<file path="src/rtl/arp_rr_pkg.sv">
// Shared constants for the ARP request responder.
// No dependencies; imported by the top level and the testbench.
package arp_rr_pkg;

   localparam int unsigned ARP_LEN    = 42;
   localparam int unsigned CNT_W      = 6;
   localparam int unsigned REPLY_BITS = ARP_LEN * 8;

   localparam logic [CNT_W-1:0] POS_SRC_MAC   = CNT_W'(6);
   localparam logic [CNT_W-1:0] POS_TYPE      = CNT_W'(12);
   localparam logic [CNT_W-1:0] POS_HDR       = CNT_W'(14);
   localparam logic [CNT_W-1:0] POS_SNDR_HW   = CNT_W'(22);
   localparam logic [CNT_W-1:0] POS_SNDR_IP   = CNT_W'(28);
   localparam logic [CNT_W-1:0] POS_TGT_HW    = CNT_W'(32);
   localparam logic [CNT_W-1:0] POS_TGT_IP    = CNT_W'(38);
   localparam logic [CNT_W-1:0] POS_END       = CNT_W'(ARP_LEN);
   localparam logic [CNT_W-1:0] POS_LAST_BYTE = CNT_W'(ARP_LEN - 1);

   localparam logic [15:0] ETYPE_ARP  = 16'h0806;
   localparam logic [15:0] HTYPE_ETH  = 16'h0001;
   localparam logic [15:0] PTYPE_IPV4 = 16'h0800;
   localparam logic [7:0]  HLEN_ETH   = 8'h06;
   localparam logic [7:0]  PLEN_IPV4  = 8'h04;
   localparam logic [15:0] OP_REPLY   = 16'h0002;

   localparam logic [7:0] ARP_FIXED_HDR [0:7] = '{
      8'h00, 8'h01, 8'h08, 8'h00, 8'h06, 8'h04, 8'h00, 8'h01
   };

   localparam int unsigned CSR_IDX_W  = 2;
   localparam int unsigned CSR_DATA_W = 48;

   typedef enum logic [CSR_IDX_W-1:0] {
      CSR_OWN_MAC = 2'd0,
      CSR_HOST_IP = 2'd1,
      CSR_DNS_IP  = 2'd2
   } csr_index_type;

endpackage

</file>
<file path="src/rtl/arp_rr_if.sv">
// Valid/ready channels for frame requests and reply bytes.
// Depends on nothing beyond plain logic types.
interface arp_rr_req_if;
   logic       valid;
   logic       ready;
   logic [7:0] frame_byte;
   logic       frame_last;

   modport source (output valid, output frame_byte, output frame_last, input ready);
   modport sink   (input valid, input frame_byte, input frame_last, output ready);
endinterface

interface arp_rr_rsp_if;
   logic       valid;
   logic       ready;
   logic [7:0] reply_byte;
   logic       reply_last;

   modport source (output valid, output reply_byte, output reply_last, input ready);
   modport sink   (input valid, input reply_byte, input reply_last, output ready);
endinterface

</file>
<file path="src/rtl/arp_request_responder_top.sv">
// ARP request responder: frame parser, reply snapshot and reply serializer.
// Depends on arp_rr_pkg and the channel interfaces in arp_rr_if.sv.
//
// Usage:
//   req carries one Ethernet frame byte per request, frame_last on the final
//   byte. A byte is taken every cycle; only a final byte is held back while
//   the previous reply is still being sent.
//   rsp carries the 42-byte ARP reply, reply_last on the final byte. It is
//   produced when the frame is an ARP request for host_ip or dns_ip.
//   csr_we/csr_index/csr_wdata write own_mac (0), host_ip (1), dns_ip (2);
//   write only while no reply is pending.
// Timing: the final frame byte sets busy_ff and the snapshot, then the output
//   register loads the first reply byte; bytes then run at one per cycle while
//   rsp.ready is high, paced by the single output register and the byte index counter.
// Throughput: one request per cycle; a final byte that arrives while a reply
//   is in flight waits until the serializer frees its snapshot.
// Reset clears the parser, the serializer and the configuration registers to zero, but sets header_ok_ff to one.
// A stalled receiver holds the output register; the serializer waits with it.
module arp_request_responder_top (
   input  logic                             clock,
   input  logic                             reset,
   arp_rr_req_if.sink                       req,
   arp_rr_rsp_if.source                     rsp,
   input  logic                             csr_we,
   input  logic [arp_rr_pkg::CSR_IDX_W-1:0]  csr_index,
   input  logic [arp_rr_pkg::CSR_DATA_W-1:0] csr_wdata
);
   import arp_rr_pkg::*;

   logic [47:0] own_mac_ff;
   logic [31:0] host_ip_ff;
   logic [31:0] dns_ip_ff;

   logic [CNT_W-1:0] count_ff, count_in;
   logic [47:0]      peer_mac_ff, peer_mac_in;
   logic [15:0]      frame_type_ff, frame_type_in;
   logic             header_ok_ff, header_ok_in;
   logic [47:0]      sender_hw_ff, sender_hw_in;
   logic [31:0]      sender_ip_ff, sender_ip_in;
   logic [31:0]      target_ip_ff, target_ip_in;

   logic [47:0] snap_peer_ff;
   logic [47:0] snap_sender_hw_ff;
   logic [31:0] snap_sender_ip_ff;
   logic [31:0] snap_target_ip_ff;
   logic        busy_ff;
   logic [CNT_W-1:0] idx_ff;

   logic       out_valid_ff;
   logic [7:0] out_byte_ff;
   logic       out_last_ff;

   logic                  req_fire;
   logic                  answer;
   logic                  out_load;
   logic [CNT_W-1:0]      hdr_off;
   logic [REPLY_BITS-1:0] reply_vec;
   logic [8:0]            bit_off;
   logic [7:0]            reply_sel;

   always_ff @(posedge clock) begin
      if (reset) begin
         own_mac_ff <= '0;
         host_ip_ff <= '0;
         dns_ip_ff  <= '0;
      end else if (csr_we) begin
         case (csr_index)
            CSR_OWN_MAC: own_mac_ff <= csr_wdata[47:0];
            CSR_HOST_IP: host_ip_ff <= csr_wdata[31:0];
            CSR_DNS_IP:  dns_ip_ff  <= csr_wdata[31:0];
            default:     ;
         endcase
      end
   end

   assign req.ready = !(busy_ff && req.frame_last);
   assign req_fire  = req.valid && req.ready;
   assign hdr_off   = count_ff - POS_HDR;

   always_comb begin
      count_in      = count_ff;
      peer_mac_in   = peer_mac_ff;
      frame_type_in = frame_type_ff;
      header_ok_in  = header_ok_ff;
      sender_hw_in  = sender_hw_ff;
      sender_ip_in  = sender_ip_ff;
      target_ip_in  = target_ip_ff;
      if (count_ff < POS_END) begin
         if (count_ff >= POS_SRC_MAC && count_ff < POS_TYPE) begin
            peer_mac_in = {peer_mac_ff[39:0], req.frame_byte};
         end else if (count_ff >= POS_TYPE && count_ff < POS_HDR) begin
            frame_type_in = {frame_type_ff[7:0], req.frame_byte};
         end else if (count_ff >= POS_HDR && count_ff < POS_SNDR_HW) begin
            if (req.frame_byte != ARP_FIXED_HDR[hdr_off[2:0]]) begin
               header_ok_in = 1'b0;
            end
         end else if (count_ff >= POS_SNDR_HW && count_ff < POS_SNDR_IP) begin
            sender_hw_in = {sender_hw_ff[39:0], req.frame_byte};
         end else if (count_ff >= POS_SNDR_IP && count_ff < POS_TGT_HW) begin
            sender_ip_in = {sender_ip_ff[23:0], req.frame_byte};
         end else if (count_ff >= POS_TGT_IP) begin
            target_ip_in = {target_ip_ff[23:0], req.frame_byte};
         end
         count_in = count_ff + CNT_W'(1);
      end
   end

   assign answer = (count_in == POS_END) && (frame_type_in == ETYPE_ARP) && header_ok_in &&
                   ((target_ip_in == host_ip_ff) || (target_ip_in == dns_ip_ff));

   always_ff @(posedge clock) begin
      if (reset) begin
         count_ff      <= '0;
         peer_mac_ff   <= '0;
         frame_type_ff <= '0;
         header_ok_ff  <= 1'b1;
         sender_hw_ff  <= '0;
         sender_ip_ff  <= '0;
         target_ip_ff  <= '0;
      end else if (req_fire) begin
         if (req.frame_last) begin
            count_ff      <= '0;
            peer_mac_ff   <= '0;
            frame_type_ff <= '0;
            header_ok_ff  <= 1'b1;
            sender_hw_ff  <= '0;
            sender_ip_ff  <= '0;
            target_ip_ff  <= '0;
         end else begin
            count_ff      <= count_in;
            peer_mac_ff   <= peer_mac_in;
            frame_type_ff <= frame_type_in;
            header_ok_ff  <= header_ok_in;
            sender_hw_ff  <= sender_hw_in;
            sender_ip_ff  <= sender_ip_in;
            target_ip_ff  <= target_ip_in;
         end
      end
   end

   always_ff @(posedge clock) begin
      if (req_fire && req.frame_last && answer) begin
         snap_peer_ff      <= peer_mac_in;
         snap_sender_hw_ff <= sender_hw_in;
         snap_sender_ip_ff <= sender_ip_in;
         snap_target_ip_ff <= target_ip_in;
      end
   end

   assign reply_vec = {snap_peer_ff, own_mac_ff, ETYPE_ARP, HTYPE_ETH, PTYPE_IPV4,
                       HLEN_ETH, PLEN_IPV4, OP_REPLY, own_mac_ff, snap_target_ip_ff,
                       snap_sender_hw_ff, snap_sender_ip_ff};
   assign bit_off   = 9'(REPLY_BITS - 8) - {idx_ff, 3'b000};
   assign reply_sel = reply_vec[bit_off +: 8];
   assign out_load  = busy_ff && (!out_valid_ff || rsp.ready);

   always_ff @(posedge clock) begin
      if (reset) begin
         busy_ff <= 1'b0;
         idx_ff  <= '0;
      end else if (req_fire && req.frame_last && answer) begin
         busy_ff <= 1'b1;
         idx_ff  <= '0;
      end else if (out_load) begin
         if (idx_ff == POS_LAST_BYTE) begin
            busy_ff <= 1'b0;
            idx_ff  <= '0;
         end else begin
            idx_ff <= idx_ff + CNT_W'(1);
         end
      end
   end

   always_ff @(posedge clock) begin
      if (reset) begin
         out_valid_ff <= 1'b0;
      end else if (out_load) begin
         out_valid_ff <= 1'b1;
      end else if (rsp.ready) begin
         out_valid_ff <= 1'b0;
      end
   end

   always_ff @(posedge clock) begin
      if (out_load) begin
         out_byte_ff <= reply_sel;
         out_last_ff <= (idx_ff == POS_LAST_BYTE);
      end
   end

   assign rsp.valid      = out_valid_ff;
   assign rsp.reply_byte = out_byte_ff;
   assign rsp.reply_last = out_last_ff;

endmodule

</file>
<file path="src/flat_wrapper.sv">
// flat-port wrapper written by rule: the top's interface ports become plain ports
module arp_request_responder_top_flat import arp_rr_pkg::*;
  (clock, reset, csr_we, csr_index, csr_wdata, req_valid, req_frame_byte, req_frame_last, req_ready, rsp_valid, rsp_reply_byte, rsp_reply_last, rsp_ready);
  arp_rr_req_if req_i ();
  arp_rr_rsp_if rsp_i ();
  input  logic clock;
  input  logic reset;
  input  logic csr_we;
  input  logic [arp_rr_pkg::CSR_IDX_W-1:0] csr_index;
  input  logic [arp_rr_pkg::CSR_DATA_W-1:0] csr_wdata;
  input wire logic [$bits(req_i.valid)-1:0] req_valid;
  input wire logic [$bits(req_i.frame_byte)-1:0] req_frame_byte;
  input wire logic [$bits(req_i.frame_last)-1:0] req_frame_last;
  output wire logic [$bits(req_i.ready)-1:0] req_ready;
  output wire logic [$bits(rsp_i.valid)-1:0] rsp_valid;
  output wire logic [$bits(rsp_i.reply_byte)-1:0] rsp_reply_byte;
  output wire logic [$bits(rsp_i.reply_last)-1:0] rsp_reply_last;
  input wire logic [$bits(rsp_i.ready)-1:0] rsp_ready;
  assign req_i.valid = req_valid;
  assign req_i.frame_byte = req_frame_byte;
  assign req_i.frame_last = req_frame_last;
  assign req_ready = req_i.ready;
  assign rsp_valid = rsp_i.valid;
  assign rsp_reply_byte = rsp_i.reply_byte;
  assign rsp_reply_last = rsp_i.reply_last;
  assign rsp_i.ready = rsp_ready;
  arp_request_responder_top u_core (.clock(clock), .reset(reset), .req(req_i), .rsp(rsp_i), .csr_we(csr_we), .csr_index(csr_index), .csr_wdata(csr_wdata));
endmodule
</file>
<file path="config.mk">
export PLATFORM = sky130hd
export DESIGN_NAME = arp_request_responder_top_flat
export DESIGN_NICKNAME = d
export VERILOG_FILES = /design/src/rtl/arp_rr_pkg.sv /design/src/rtl/arp_rr_if.sv /design/src/rtl/arp_request_responder_top.sv /design/src/flat_wrapper.sv
export SDC_FILE = /design/constraint.sdc
export NUM_CORES = 1
export LEC_CHECK = 0
export BUFFER_PORTS_ARGS = -buffer_cell sky130_fd_sc_hd__buf_4
export CAP_MARGIN = 10
export CELL_PAD_IN_SITES_DETAIL_PLACEMENT = 2
export CELL_PAD_IN_SITES_GLOBAL_PLACEMENT = 2
export CORE_MARGIN = 2
export CORE_UTILIZATION = 39
export CTS_BUF_LIST = sky130_fd_sc_hd__clkbuf_4
export CTS_CLUSTER_DIAMETER = 50
export CTS_CLUSTER_SIZE = 25
export DETAILED_ROUTE_END_ITERATION = 16
export PLACE_DENSITY_LB_ADDON = 0.25
export SETUP_SLACK_MARGIN = 0.3
export SKIP_CTS_REPAIR_TIMING = 1
export SYNTH_ARGS = -nofsm -noshare
export SYNTH_HDL_FRONTEND = slang
export SYNTH_SLANG_ARGS = --single-unit
</file>
<file path="constraint.sdc">
create_clock -name clock -period 14.5 [get_ports clock]
set_input_delay 2.9 -clock clock [delete_from_list [all_inputs] [get_ports clock]]
set_output_delay 2.9 -clock clock [all_outputs]
set_load 0.1 [all_outputs]
</file>
# Word level (Yosys, flattened, before mapping)
# Memories as Yosys holds them, arrays and structs flattened.
# Index checks and enable logic that the tools add are counted.
dict set report classes {
  n_addsub 4
  magnitude_cmp 13
  eq_ne 8
  shift 1
  n_mux 44
  bitwise 1
  reduce_logical 26
}
# cell count
set op_table {}
lappend op_table {{$mux 32} 15}
lappend op_table {{$mux 48} 9}
lappend op_table {{$shiftx 336x10->8} 1}
lappend op_table {{$eq 32x32->1} 2}
lappend op_table {{$mux 16} 4}
lappend op_table {{$mux 6} 3}
lappend op_table {{$eq 16x12->1 const B} 1}
lappend op_table {{$mux 8} 2}
lappend op_table {{$logic_and 1x1->1} 13}
lappend op_table {{$add 6x1->6 const B} 2}
lappend op_table {{$eq 6x6->1 const B} 2}
lappend op_table {{$ge 6x4->1 const B} 2}
lappend op_table {{$ge 6x5->1 const B} 2}
lappend op_table {{$lt 6x4->1 const B} 2}
lappend op_table {{$lt 6x5->1 const B} 2}
lappend op_table {{$lt 6x6->1 const B} 2}
lappend op_table {{$mux 1} 11}
lappend op_table {{$sub 9x9->9 const A} 1}
lappend op_table {{$ne 8x8->1} 1}
lappend op_table {{$reduce_and 2->1} 4}
lappend op_table {{$ge 6x3->1 const B} 1}
lappend op_table {{$ge 6x6->1 const B} 1}
lappend op_table {{$reduce_bool 2->1} 3}
lappend op_table {{$ge 4x4->1 const B} 1}
lappend op_table {{other kinds (8)} 10}
dict set report totals {
  register_bits 472
  mem_bits_ro 64
  in_bits 64
  output_inout_bits 11
  n_memories 1
}
# memory words word_bits read_ports rd_ports_with_merged_regs wr line_no
set mem_list {}
lappend mem_list {{(no name shown)} 8 8 1 0 0 arp_request_responder_top.sv:94} ;# if (req.frame_byte != ARP_FIXED_HDR[hdr_off[2:0]]) begin

# Depth between registers and ports, before layout
# Gate-level depths: netlist of the first run.
dict set report logic_depth {
  ltp_word 16
  depth_mapped 12
}

# Worst setup path before layout of the first run
# Ideal clock, no wire load.
dict set report synth_timing {
  kind {input to register}
  startpoint {input port req_frame_byte[1]}
  endpoint {register u_core.snap_peer_ff[0] (enable)}
  setup_ns 0.766
  t_arrival_ns 12.908
  required_time_ns 13.734
  slack_ns 0.826
  cell_stages 8
  n_path_buf 1
  path_cell_list {clkbuf_1 -> o221ai_1 -> nor4_1 -> a31oi_1 -> a221oi_1 -> nand4_1 -> o41a_1 -> nor4_2}
}
dict set report synth_via {
  elab_chain_len 11
}
# item line_no
set synth_rtl {}
lappend synth_rtl {{start, declared} flat_wrapper.sv:12} ;# input wire logic [$bits(req_i.frame_byte)-1:0] req_frame_byte;
lappend synth_rtl {{$mux 32} arp_request_responder_top.sv:101} ;# end else if (count_ff >= POS_TGT_IP) begin
lappend synth_rtl {{$mux 32} arp_request_responder_top.sv:99} ;# end else if (count_ff >= POS_SNDR_IP && count_ff < POS_TGT_HW) begin
lappend synth_rtl {{$mux 32} arp_request_responder_top.sv:97} ;# end else if (count_ff >= POS_SNDR_HW && count_ff < POS_SNDR_IP) begin
lappend synth_rtl {{$mux 32} arp_request_responder_top.sv:93} ;# end else if (count_ff >= POS_HDR && count_ff < POS_SNDR_HW) begin
lappend synth_rtl {{$mux 32} arp_request_responder_top.sv:91} ;# end else if (count_ff >= POS_TYPE && count_ff < POS_HDR) begin
lappend synth_rtl {{$mux 32} arp_request_responder_top.sv:89} ;# if (count_ff >= POS_SRC_MAC && count_ff < POS_TYPE) begin
lappend synth_rtl {{$mux 32} arp_request_responder_top.sv:88} ;# if (count_ff < POS_END) begin
lappend synth_rtl {{$eq 32x32->1} arp_request_responder_top.sv:109} ;# ((target_ip_in == host_ip_ff) || (target_ip_in == dns_ip_ff));
lappend synth_rtl {{$logic_or 1x1->1} arp_request_responder_top.sv:109}
lappend synth_rtl {{$logic_and 1x1->1 *} arp_request_responder_top.sv:108} ;# assign answer = (count_in == POS_END) && (frame_type_in == ETYPE_ARP) && header_ok_in &&
lappend synth_rtl {{$logic_and 1x1->1 *} arp_request_responder_top.sv:142} ;# if (req_fire && req.frame_last && answer) begin
lappend synth_rtl {{end signal, assigned} arp_request_responder_top.sv:143} ;# snap_peer_ff <= peer_mac_in;
lappend synth_rtl {{end, declared} arp_request_responder_top.sv:42} ;# logic [47:0] snap_peer_ff;
# Mark *: on every way between the ends. The rest lies on a longest branch, timed or not.
# A chain may end at the register's enable or synchronous reset.

# Final worst setup path of the first run
dict set report layout_timing {
  startpoint {input port req_frame_last}
  endpoint {output port req_ready}
}
dict set report layout_via {
  elab_chain_len 2
}
# item line_no
set layout_rtl {}
lappend layout_rtl {{start, declared} flat_wrapper.sv:13} ;# input wire logic [$bits(req_i.frame_last)-1:0] req_frame_last;
lappend layout_rtl {{$logic_and 1x1->1} arp_request_responder_top.sv:76} ;# assign req.ready = !(busy_ff && req.frame_last);
lappend layout_rtl {{$logic_not 1->1} arp_request_responder_top.sv:76}
lappend layout_rtl {{end, declared} flat_wrapper.sv:14} ;# output wire logic [$bits(req_i.ready)-1:0] req_ready;
# No other way between the ends.

==> metrics.md, run 1 <==
| Metric | Value |
|---|---|
| Status | `completed` |
| DR vias | `16600` |
| First-pass GRT wire length | `115 mm` |
| Crit-path max FO | `10` |
| Worst-Skew Late Latency | `0.91 ns` |
| Final Hold Fails | `0` |
| Startpoint types | `primary input` |
| Total global routing overflow | `0` |
| HP Class | `reg2reg` |
| Arrival time worst endpoint | `3.53 ns` |
| Die span in x | `238 µm` |
| Pleak | `8.27 nW` |
| # setup viols final | `0` |
| Core area | `53900 µm²` |
| Syn_area_per_cell | `10.4 µm²` |
| RSZ-0062 raised after global routing | `false` |
| TritonCTS clock tree | `yes` |
| Synthesis Warnings | `0` |
| Starting Density | `0.396` |
| Setup ws final | `8.07 ns` |
| Setup WS pre-CTS | `7.36 ns` |
| Longest Clk Path Bufs | `3` |
| Worst slew pin tran | `1.26 ns` |
| Remaining DRCs | `0` |
| Setup TNS Final | `0 ns` |
| Cell taking the most area after synthesis | `dfxtp_1` |
| Row count | `85` |
| HPWL after DPL | `53.3 mm` |
| Max-cap viol count | `0` |
| #FFs+latches synth | `472` |
| Seq/Total Area, Yosys | `0.522` |
| Ranking of synthesized cells by area | `dfxtp_1, edfxtp_1, mux2_2, a22oi_1, mux4_2` |
| Final Critical Period | `6.43 ns` |
| Ys flop type | `dfxtp_1` |
| P&R area growth vs syn | `9.54%` |
| Initial antenna violation count | `5` |
| Post-layout nets | `2129` |
| Clk pin slew, worst setup/hold paths | `0.14 ns` |
| Yosys top cell area share | `0.284` |
| Final WL | `76.5 mm` |
| Via density per instance | `5.94` |
| WL/cell | `27.4 µm` |
| DR pass1 iterations | `5` |
| Slew HR | `0.153` |
| Clock sinks | `472` |
| PD cells | `103 nW/µm²` |
| Num CTS Buffers | `57` |
| FMAX | `155 MHz` |
| CP endpoint kind | `primary output` |
| Syn Inst Count | `2060` |
| Worst hold path cell count | `2` |
| Routability Congestion | `0.966` |
| CTS HTree Levels | `2` |
| GRT Util Overall | `0.272` |
| Post-synth EDFFs | `169` |
| Post-Syn Area | `21300 µm²` |
| Flop2flop setup slack | `8.66 ns` |
| Slew Viols, Final | `0` |
| Post-route ant nets | `0` |
| Largest net degree at the start of global routing | `94` |
| Boundary pin count | `75` |
| IO Port Bufs | `74` |
| Worst endpoint required time | `11.60 ns` |
| Chip height | `238 µm` |
| Die area | `56600 µm²` |
| Yosys cell types | `64` |
| Worst R2R Path Depth | `12` |
| Fin crit share | `0.444` |
| WS Path Type | `in2out` |
| Starting DRT DRC Count | `1148` |
| Asr flop ratio synth | `0` |
| Share of cells above drive strength 1 | `0.194` |
| Fin Clk Skew | `0.0934 ns` |
| Syn Nets | `2136` |
| Final core utilization | `0.433` |
| Vias in the first global route | `17700` |
| Clock root cell | `clkbuf_4` |
| VDD IR-drop max | `0.0000556 V` |
==> cell usage in the layout (no fill, tap or decap), types with 12 or more instances in the layout <==
cell type	instances
dfxtp_1	301
nand2_1	292
nor2_1	209
a22oi_1	178
edfxtp_1	169
a21oi_1	141
mux2_2	131
buf_4	100
clkbuf_4	64
mux4_2	54
o21ai_0	50
inv_1	48
xnor2_1	36
xor2_1	36
nor2b_1	24
nor4_1	18
o22ai_1	18
nand4_1	17
nand2b_1	17
mux2i_1	13
o221ai_1	12
a31oi_1	12
ha_1	12
==> kinds of logic after synthesis <==
family,after synthesis,synth area share
AO/OA/AOI/OAI,465,0.144
flip-flops,472,0.522
multiplexers,199,0.133
XOR/XNOR,73,0.0300
adder cells (fa/ha/maj),12,0.00704
buffers and inverters,215,0.0389
AND/OR/NAND/NOR,624,0.125
==> synthesized netlist by cell type (36+ instances only) <==
library cell	instances
a21oi_1	141
a22oi_1	178
clkbuf_1	144
dfxtp_1	303
edfxtp_1	169
inv_1	48
mux2_2	131
mux4_2	54
nand2_1	293
nor2_1	210
o21ai_0	50
xnor2_1	36
xor2_1	37
==> layout make-up <==
class / instances / area, µm²
Clock inverter: 41 / 493
Antenna cell: 1 / 2.50
Tap cell: 696 / 871
Fill cell: 5627 / 30500
Clock buffer: 64 / 480
Sequential cell: 472 / 11100
Multi-Input combinational cell: 1373 / 9430
Timing Repair Buffer: 101 / 766
Inverter: 48 / 180
==> per-stage QoR <==
step	hold slack, ns	total power, W	area (µm²)	instances
after floorplan	0.433	0.00147	21300	2060
after global placement	0.440	0.00153	22400	2689
after detailed placement	0.452	0.00154	22400	2689
after CTS	0.472	0.00244	23400	2794
after global routing	0.495	0.00250	23400	2796
final	0.470	0.00241	23400	2796
==> state kept, by name (all words and copies together), names as in the netlist <==
register,count
u_core.frame_type_ff,16
u_core.snap_target_ip_ff,32
u_core.snap_sender_hw_ff,48
u_core.rsp.reply_byte,8
u_core.target_ip_ff,32
u_core.rsp.valid,1
u_core.busy_ff,1
u_core.sender_ip_ff,32
u_core.dns_ip_ff,32
u_core.own_mac_ff,48
u_core.rsp.reply_last,1
u_core.header_ok_ff,1
u_core.idx_ff,6
u_core.peer_mac_ff,48
u_core.host_ip_ff,32
u_core.count_ff,6
u_core.snap_sender_ip_ff,32
u_core.sender_hw_ff,48
u_core.snap_peer_ff,48
==> report_power, final <==
part | total, W | switching [W] | internal [W]
combinational | 0.000121 | 0.0000844 | 0.0000370
sequential | 0.00139 | 0.0000148 | 0.00137
clock | 0.000900 | 0.000560 | 0.000340
total | 0.00241 | 0.000659 | 0.00175
==> worst max-delay path: stages <==
cell     delay [ns]
buf_4          0.16
nand2_1        0.15
buf_4          0.31
==> routing by layer <==
layer | part of all wire | global-route usage | vias to the layer above
met5 | 0.00017 | 0 | -
met2 | 0.47 | 0.447 | 389
met4 | 0.027 | 0.0821 | 2
met3 | 0.056 | 0.0524 | 115
li1 | - | - | 7432
met1 | 0.44 | 0.363 | 8665
==> worst paths after layout <==
path	start	to
worst min register to register	u_core.own_mac_ff[19]$_SDFFE_PP0P_	u_core.own_mac_ff[19]$_SDFFE_PP0P_
worst min-delay path	u_core.own_mac_ff[19]$_SDFFE_PP0P_	u_core.own_mac_ff[19]$_SDFFE_PP0P_
worst max register to register	u_core.count_ff[1]$_SDFFE_PP0P_	u_core.snap_peer_ff[6]$_DFFE_PP_
worst max-delay path	req_frame_last	req_ready
Note: power is estimated with default switching activity, not from simulation.
==> run 2: changes to the inputs <==
--- a/config.mk
+++ b/config.mk
@@ -10,7 +10,7 @@
 export CELL_PAD_IN_SITES_DETAIL_PLACEMENT = 2
 export CELL_PAD_IN_SITES_GLOBAL_PLACEMENT = 2
 export CORE_MARGIN = 2
-export CORE_UTILIZATION = 39
+export CORE_UTILIZATION = 41
 export CTS_BUF_LIST = sky130_fd_sc_hd__clkbuf_4
 export CTS_CLUSTER_DIAMETER = 50
 export CTS_CLUSTER_SIZE = 25
==> constraint.sdc (replaced) <==
create_clock -name clock -period 6.05 [get_ports clock]
set_input_delay 1.21 -clock clock [delete_from_list [all_inputs] [get_ports clock]]
set_output_delay 1.21 -clock clock [all_outputs]
set_load 0.1 [all_outputs]
==> run 2 against run 1 <==
- clock power up 150%
- global-route usage grew 0.79 points
- total power up 140%
- critical path depth is 7 higher
- clock skew increased by 0.0054 ns
- worst setup slack worse by 6.5 ns
- via count about the same
- die area down 4.8%
- sequential cell count stayed put
- register-to-register slack lost 7.1 ns
- non-clock buffer count rose by 3
- sequential share of layout area down 0.21 points
- critical path type is now reg2reg
==> metrics.md, run 2 (synthesis results as in run 1) <==
| Metric | Value |
|---|---|
| IO Port Bufs | `74 (unchanged)` |
| Post-route ant nets | `0 (unchanged)` |
| Worst endpoint required time | `6.57 ns (-5.03 ns)` |
| Pleak | `8.32 nW (+0.70%)` |
| VDD IR-drop max | `0.000211 V (+280%)` |
| GRT Util Overall | `0.280 (+0.00786)` |
| CTS HTree Levels | `2 (unchanged)` |
| Slew HR | `0.276 (+0.122)` |
| Final Critical Period | `4.47 ns` |
| Clk pin slew, worst setup/hold paths | `0.14 ns (about the same)` |
| Arrival time worst endpoint | `4.99 ns (+1.46 ns)` |
| Total Power | `0.00585 W (+140%)` |
| Share of cells above drive strength 1 | `0.194 (-0.000476)` |
| Area of the multi-input gates | `9430 µm² (about the same)` |
| Die area | `53900 µm² (-4.8%)` |
| Worst hold path cell count | `2 (unchanged)` |
| Total global routing overflow | `0 (unchanged)` |
| Final WL | `75.6 mm (-1.2%)` |
| Setup ws final | `1.58 ns (-6.49 ns)` |
| Setup WS pre-CTS | `1.53 ns (-5.83 ns)` |
| Worst slew pin tran | `1.09 ns (-0.170 ns)` |
| Most common cell after layout, fill and taps aside | `dfxtp_1` |
| Fin crit share | `0.739` |
| DR pass1 iterations | `6 (+1)` |
| Post-layout nets | `2129 (unchanged)` |
| Initial antenna violation count | `2 (-3)` |
| Max-cap viol count | `0 (unchanged)` |
| Final core utilization | `0.457 (+0.0232)` |
| Startpoint types | `register` |
| RSZ-0062 raised after global routing | `false` |
| Chip height | `232 µm (-2.4%)` |
| Starting Density | `0.415 (+0.0194)` |
| Starting DRT DRC Count | `1170 (+1.9%)` |
| Commonest non-fill, non-tap cells in the layout | `dfxtp_1, nand2_1, nor2_1, a22oi_1, edfxtp_1` |
| P&R area growth vs syn | `10.0%` |
| Longest Clk Path Bufs | `3 (unchanged)` |
| Via density per instance | `5.98 (+0.65%)` |
| Routability Congestion | `0.928 (-4.0%)` |
| PD cells | `249 nW/µm² (+140%)` |
| WL/cell | `27.2 µm (-0.64%)` |
| Slew Viols, Final | `0 (unchanged)` |
| # setup viols final | `0 (unchanged)` |
| WS Path Type | `reg2reg` |
| Remaining DRCs | `0 (unchanged)` |
| Setup TNS Final | `0 ns (unchanged)` |
| CP endpoint kind | `register` |
| Final Hold Fails | `0 (unchanged)` |
| Boundary pin count | `75 (unchanged)` |
| Status | `completed` |
| Clock sinks | `472 (unchanged)` |
| Largest net degree at the start of global routing | `138 (+47%)` |
| Die span in x | `232 µm (-2.4%)` |
| FMAX | `224 MHz` |
| HP Class | `reg2reg` |
| Vias in the first global route | `17600 (-0.49%)` |
| HPWL after DPL | `52.4 mm (-1.7%)` |
| Core area | `51400 µm² (-4.7%)` |
| DR vias | `16600 (+0.072%)` |
| Sequential cell area | `11100 µm² (unchanged)` |
| Row count | `83 (-2.4%)` |
| TritonCTS clock tree | `yes` |
| Fin Clk Skew | `0.0988 ns (+0.00539 ns)` |
| Worst-Skew Late Latency | `0.92 ns (about the same)` |
| Worst R2R Path Depth | `10 (-2)` |
| First-pass GRT wire length | `113 mm (-1.5%)` |
| Num CTS Buffers | `54 (-5.3%)` |
| Filler cells | `5318 (-5.5%)` |
| Clock root cell | `clkbuf_4` |
| Crit-path max FO | `87 (+77)` |
## run 2: cell count changes in the layout (fill, tap and decap cells not counted), moves of 2 or more
| cell | before | now |
|---|---|---|
| inv_8 | 2 | 8 |
| clkinvlp_4 | 6 | 4 |
| clkinv_8 | 8 | 6 |
| buf_4 | 100 | 98 |
| clkbuf_4 | 64 | 55 |
| buf_12 | 0 | 4 |
| bufinv_16 | 5 | 7 |
## run 2: metrics by stage
stage	instances	hold WS [ns]	cell area (µm²)
floorplan	2060	0.433	21400
global placement	2675	0.444	22400
detailed placement	2675	0.450	22400
CTS	2777	0.465	23400
global route	2780	0.489	23500
finish	2780	0.470	23500
## run 2: per-layer routing
metal,up-vias,share of wire,global-route usage
li1,7449,-,-
met1,8729,0.45,0.376
met2,345,0.49,0.481
met3,92,0.038,0.0311
met4,0,0.022,0.0705
met5,-,0,0
## run 2: worst paths after layout
kind | to | startpoint | slack, ns
worst min-delay path | u_core.own_mac_ff[38]$_SDFFE_PP0P_ | u_core.own_mac_ff[38]$_SDFFE_PP0P_ | 0.47
worst max register to register | u_core.snap_peer_ff[35]$_DFFE_PP_ | u_core.count_ff[1]$_SDFFE_PP0P_ | 1.58
worst max-delay path | u_core.snap_peer_ff[35]$_DFFE_PP_ | u_core.count_ff[1]$_SDFFE_PP0P_ | 1.58
worst min register to register | u_core.own_mac_ff[38]$_SDFFE_PP0P_ | u_core.own_mac_ff[38]$_SDFFE_PP0P_ | 0.47
## run 2: critical path, stage by stage, from the launching register on
cell and delay, ns:
dfxtp_1 0.63, ha_1 0.24, nand2b_1 0.14, a311o_1 0.72, nor4_1 0.38, o32ai_1 0.13
nor4_1 0.61, nand3_1 0.14, o41a_1 0.21, nor4_4 0.42, buf_12 0.44
## run 2: power by group
group	total, W	internal [W]	switching, W	leakage, nW
logic	0.000293	0.0000915	0.000202	3.58
registers	0.00332	0.00329	0.0000347	4.21
clock network	0.00224	0.000863	0.00137	0.532
total	0.00585	0.00424	0.00161	8.32
## run 2: area by class of cell
| type | instances | area share |
|---|---|---|
| Antenna cell | 1 | 0.000107 |
| Clock buffer | 55 | 0.0176 |
| Clock inverter | 47 | 0.0254 |
| Inverter | 48 | 0.00768 |
| Multi-Input combinational cell | 1373 | 0.402 |
| Sequential cell | 472 | 0.475 |
| Tap cell | 680 | 0.0362 |
| Timing Repair Buffer | 104 | 0.0366 |
==> run 3: changes to the inputs <==
--- a/config.mk
+++ b/config.mk
@@ -5,12 +5,13 @@
 export SDC_FILE = /design/constraint.sdc
 export NUM_CORES = 1
 export LEC_CHECK = 0
+export ABC_AREA = 1
 export BUFFER_PORTS_ARGS = -buffer_cell sky130_fd_sc_hd__buf_4
 export CAP_MARGIN = 10
 export CELL_PAD_IN_SITES_DETAIL_PLACEMENT = 2
 export CELL_PAD_IN_SITES_GLOBAL_PLACEMENT = 2
 export CORE_MARGIN = 2
-export CORE_UTILIZATION = 41
+export CORE_UTILIZATION = 35
 export CTS_BUF_LIST = sky130_fd_sc_hd__clkbuf_4
 export CTS_CLUSTER_DIAMETER = 50
 export CTS_CLUSTER_SIZE = 25
==> constraint.sdc (replaced) <==
create_clock -name clock -period 3.8 [get_ports clock]
set_input_delay 0.76 -clock clock [delete_from_list [all_inputs] [get_ports clock]]
set_output_delay 0.76 -clock clock [all_outputs]
set_load 0.1 [all_outputs]
==> run 3 against run 2 <==
- register-to-register slack worse by 1.2 ns
- hold slack worse by 0.32 ns
- critical path depth up 13
- via count up 23%
- worst setup slack worse by 1.2 ns
- clock-buffer cell count up 24
- final cell count up 37%
- routed wire length up 15%
- highest routed layer unchanged
==> metrics.md, run 3 <==
| Metric | Value |
|---|---|
| HP Class | `in2reg` |
| DR vias | `20500 (+23%)` |
| Most frequent cell after synthesis | `nand2_1` |
| Setup ws final | `0.399 ns (-1.18 ns)` |
| Boundary pin count | `75 (unchanged)` |
| Post-route cell area | `25400 µm² (+8.2%)` |
| CTS HTree Levels | `3 (+1)` |
| FMAX | `294 MHz (+32%)` |
| Max-cap viol count | `0 (unchanged)` |
| Met1 global-route usage | `0.330 (-0.0461)` |
| Final WL | `86.6 mm (+15%)` |
| Placed insts | `3644 (+36%)` |
| Routability Congestion | `0.882 (-5.0%)` |
| WL/cell | `22.8 µm (-16%)` |
| Met3 demand-to-capacity share in global routing | `0.0313 (+0.000228)` |
| Largest net degree at the start of global routing | `184 (+33%)` |
| Post-route ant nets | `0 (unchanged)` |
| Slew HR | `0.321 (+0.0456)` |
| Row count | `92 (+11%)` |
| CP endpoint kind | `register` |
| Syn_area_per_cell | `7.84 µm² (-24%)` |
| Share of cells above drive strength 1 | `0.156 (-0.0383)` |
| Starting DRT DRC Count | `1033 (-12%)` |
| Commonest non-fill, non-tap cells in the layout | `nand2_1, dfxtp_1, a21oi_1, o21ai_0, nor2_1` |
| Status | `completed` |
| Fin crit share | `0.895 (+0.156)` |
| P&R area growth vs syn | `14.3%` |
| Post-DP Area | `23800 µm² (+6.3%)` |
| VDD IR-drop max | `0.000163 V (-23%)` |
| # setup viols final | `0 (unchanged)` |
| Cell taking the most area after synthesis | `dfxtp_1` |
| Seq/Total Area, Yosys | `0.501 (-0.0211)` |
| Clk pin slew, worst setup/hold paths | `0.13 ns (about the same)` |
| Clock root cell | `clkbuf_4` |
| HPWL after DPL | `57.8 mm (+10%)` |
| Core area | `63000 µm² (+22%)` |
| Ranking of synthesized cells by area | `dfxtp_1, edfxtp_1, nand2_1, a21oi_1, o21ai_0` |
| Vias in the first global route | `22100 (+25%)` |
| Pleak | `10.0 nW (+20%)` |
| Fin Clk Skew | `0.0903 ns (-0.00849 ns)` |
| DR pass1 iterations | `5 (-1)` |
| WS Path Type | `reg2reg` |
| Power share of the clock group | `0.398 (+0.016)` |
| Met2 Use GR | `0.445 (-0.0353)` |
| Worst-Skew Late Latency | `0.92 ns (about the same)` |
| Num CTS Buffers | `70 (+30%)` |
| Syn Inst Count | `2837 (+38%)` |
| GRT Util Overall | `0.256 (-0.0240)` |
| #FFs+latches synth | `472 (unchanged)` |
| Most common cell after layout, fill and taps aside | `nand2_1` |
| Asr flop ratio synth | `0 (unchanged)` |
| Gate power share | `0.056 (+0.006)` |
| Post-Syn Area | `22200 µm² (+4.2%)` |
| Via density per instance | `5.38 (-9.9%)` |
| Sw Ratio | `0.272 (-0.00341)` |
| RSZ-0062 raised after global routing | `false` |
| Synthesis Warnings | `0 (unchanged)` |
| Post-layout nets | `2975 (+40%)` |
| Initial antenna violation count | `3 (+1)` |
| Remaining DRCs | `0 (unchanged)` |
| Final core utilization | `0.404 (-0.0531)` |
| Worst slew pin tran | `1.02 ns (-0.0684 ns)` |
| TritonCTS clock tree | `yes` |
| IO Port Bufs | `74 (unchanged)` |
| First-pass GRT wire length | `131 mm (+16%)` |
| Total global routing overflow | `0 (unchanged)` |
| FF-to-FF Start | `u_core.count_ff[1]$_SDFFE_PP0P_` |
| Pint | `0.00706 W (+66%)` |
| Clock sinks | `472 (unchanged)` |
| Longest Clk Path Bufs | `3 (unchanged)` |
| Yosys cell types | `42 (-34%)` |
| Total Power | `0.00970 W (+66%)` |
| Yosys top cell area share | `0.273 (-0.0115)` |
| Die area | `65600 µm² (+22%)` |
| PD cells | `382 nW/µm² (+53%)` |
| Startpoint types | `register` |
| Critical path origin | `u_core.count_ff[1]$_SDFFE_PP0P_` |
| Busiest grt layer | `met2` |
| Arrival time worst endpoint | `3.99 ns (-1.00 ns)` |
| Reg power frac | `0.546 (-0.022)` |
| Crit-path max FO | `11 (-87%)` |
| Post-synth EDFFs | `169 (unchanged)` |
| Net Sw Power | `0.00264 W (+64%)` |
| Die span in x | `256 µm (+10%)` |
| Setup WS pre-CTS | `0.342 ns (-1.19 ns)` |
| Ys flop type | `dfxtp_1` |
| Hold path start | `csr_wdata[38]` |
| Starting Density | `0.353 (-0.0619)` |
| Chip height | `256 µm (+10%)` |
| Filler cells | `7265 (+37%)` |
| Synth cell count leaders | `nand2_1, dfxtp_1, a21oi_1, o21ai_0, nor2_1` |
| Final Critical Period | `3.40 ns (-1.07 ns)` |
| Final cell count without fillers | `3804 (+37%)` |
| Final Hold Fails | `0 (unchanged)` |
| Syn Nets | `2913 (+36%)` |
| Worst endpoint required time | `4.39 ns (-2.18 ns)` |
| Slew Viols, Final | `0 (unchanged)` |
run 3: cell families after synthesis:
kind of cell,count (synthesis),share of synthesized area
mux,60,0.0304
flops,472,0.501
compound gates,621,0.155
xor+xnor,10,0.00394
buf+inv,400,0.0726
simple gates,1262,0.230
fa+ha+maj,12,0.00675
run 3: per-layer routing:
layer / up-vias / wire length [µm] / part of all wire
met5: - / 0 / 0
li1: 9526 / - / -
met4: 0 / 2310 / 0.027
met3: 134 / 2910 / 0.034
met2: 359 / 42900 / 0.50
met1: 10500 / 38400 / 0.44
run 3: critical path, stage by stage (launching register included):
cell        delay [ns]
dfxtp_4           0.44
ha_4              0.16
nand2_2           0.06
nand2_1           0.11
nand2_4           0.10
nand2_8           0.14
clkbuf_16         0.20
nand2_1           0.08
nand2_1           0.08
nand2_1           0.07
nand2_1           0.14
nand2_1           0.07
nand2_1           0.15
nand2_1           0.09
nor2_1            0.13
nand2_1           0.10
nor2_1            0.11
nand2_1           0.06
nand2_1           0.08
nand2_2           0.07
clkinvlp_4        0.20
buf_12            0.17
clkbuf_16         0.15
buf_4             0.10
run 3: final cells by class:
cell class | instances | area, µm² | share of cell area
inverter | 228 | 867 | 0.0341
sequential | 472 | 11200 | 0.439
tap | 846 | 1060 | 0.0417
clock inverter | 50 | 527 | 0.0207
timing repair buffer | 162 | 1580 | 0.0620
clock buffer | 79 | 593 | 0.0233
antenna | 2 | 5.00 | 0.000197
multi-input combinational | 1965 | 9630 | 0.379
run 3: worst paths after layout:
kind,cells past startpoint,end,slack (ns)
hold reg to reg,2,u_core.sender_ip_ff[25]$_SDFFE_PP0P_,0.47
setup / recovery,23,u_core.snap_sender_ip_ff[16]$_DFFE_PP_,0.40
hold / removal,3,u_core.own_mac_ff[38]$_SDFFE_PP0P_,0.15
setup reg to reg,23,u_core.snap_sender_ip_ff[16]$_DFFE_PP_,0.40
run 3: per-stage QoR:
step                hold WS (ns)  TNS (ns)
floorplan                  0.442   -114.42
global placement           0.448         0
detailed placement         0.459         0
CTS                       0.0834         0
global route               0.146         0
finish                     0.150         0
run 3: power groups by stage:
| stage | clock, W | combinational (W) | sequential [W] |
|---|---|---|---|
| global placement | 0 | 0.000522 | 0.00540 |
| global route | 0.00419 | 0.000591 | 0.00530 |
| finish | 0.00386 | 0.000540 | 0.00529 |
| detailed placement | 0 | 0.000538 | 0.00541 |
| CTS | 0.00397 | 0.000542 | 0.00529 |
| floorplan | 0 | 0.000280 | 0.00539 |
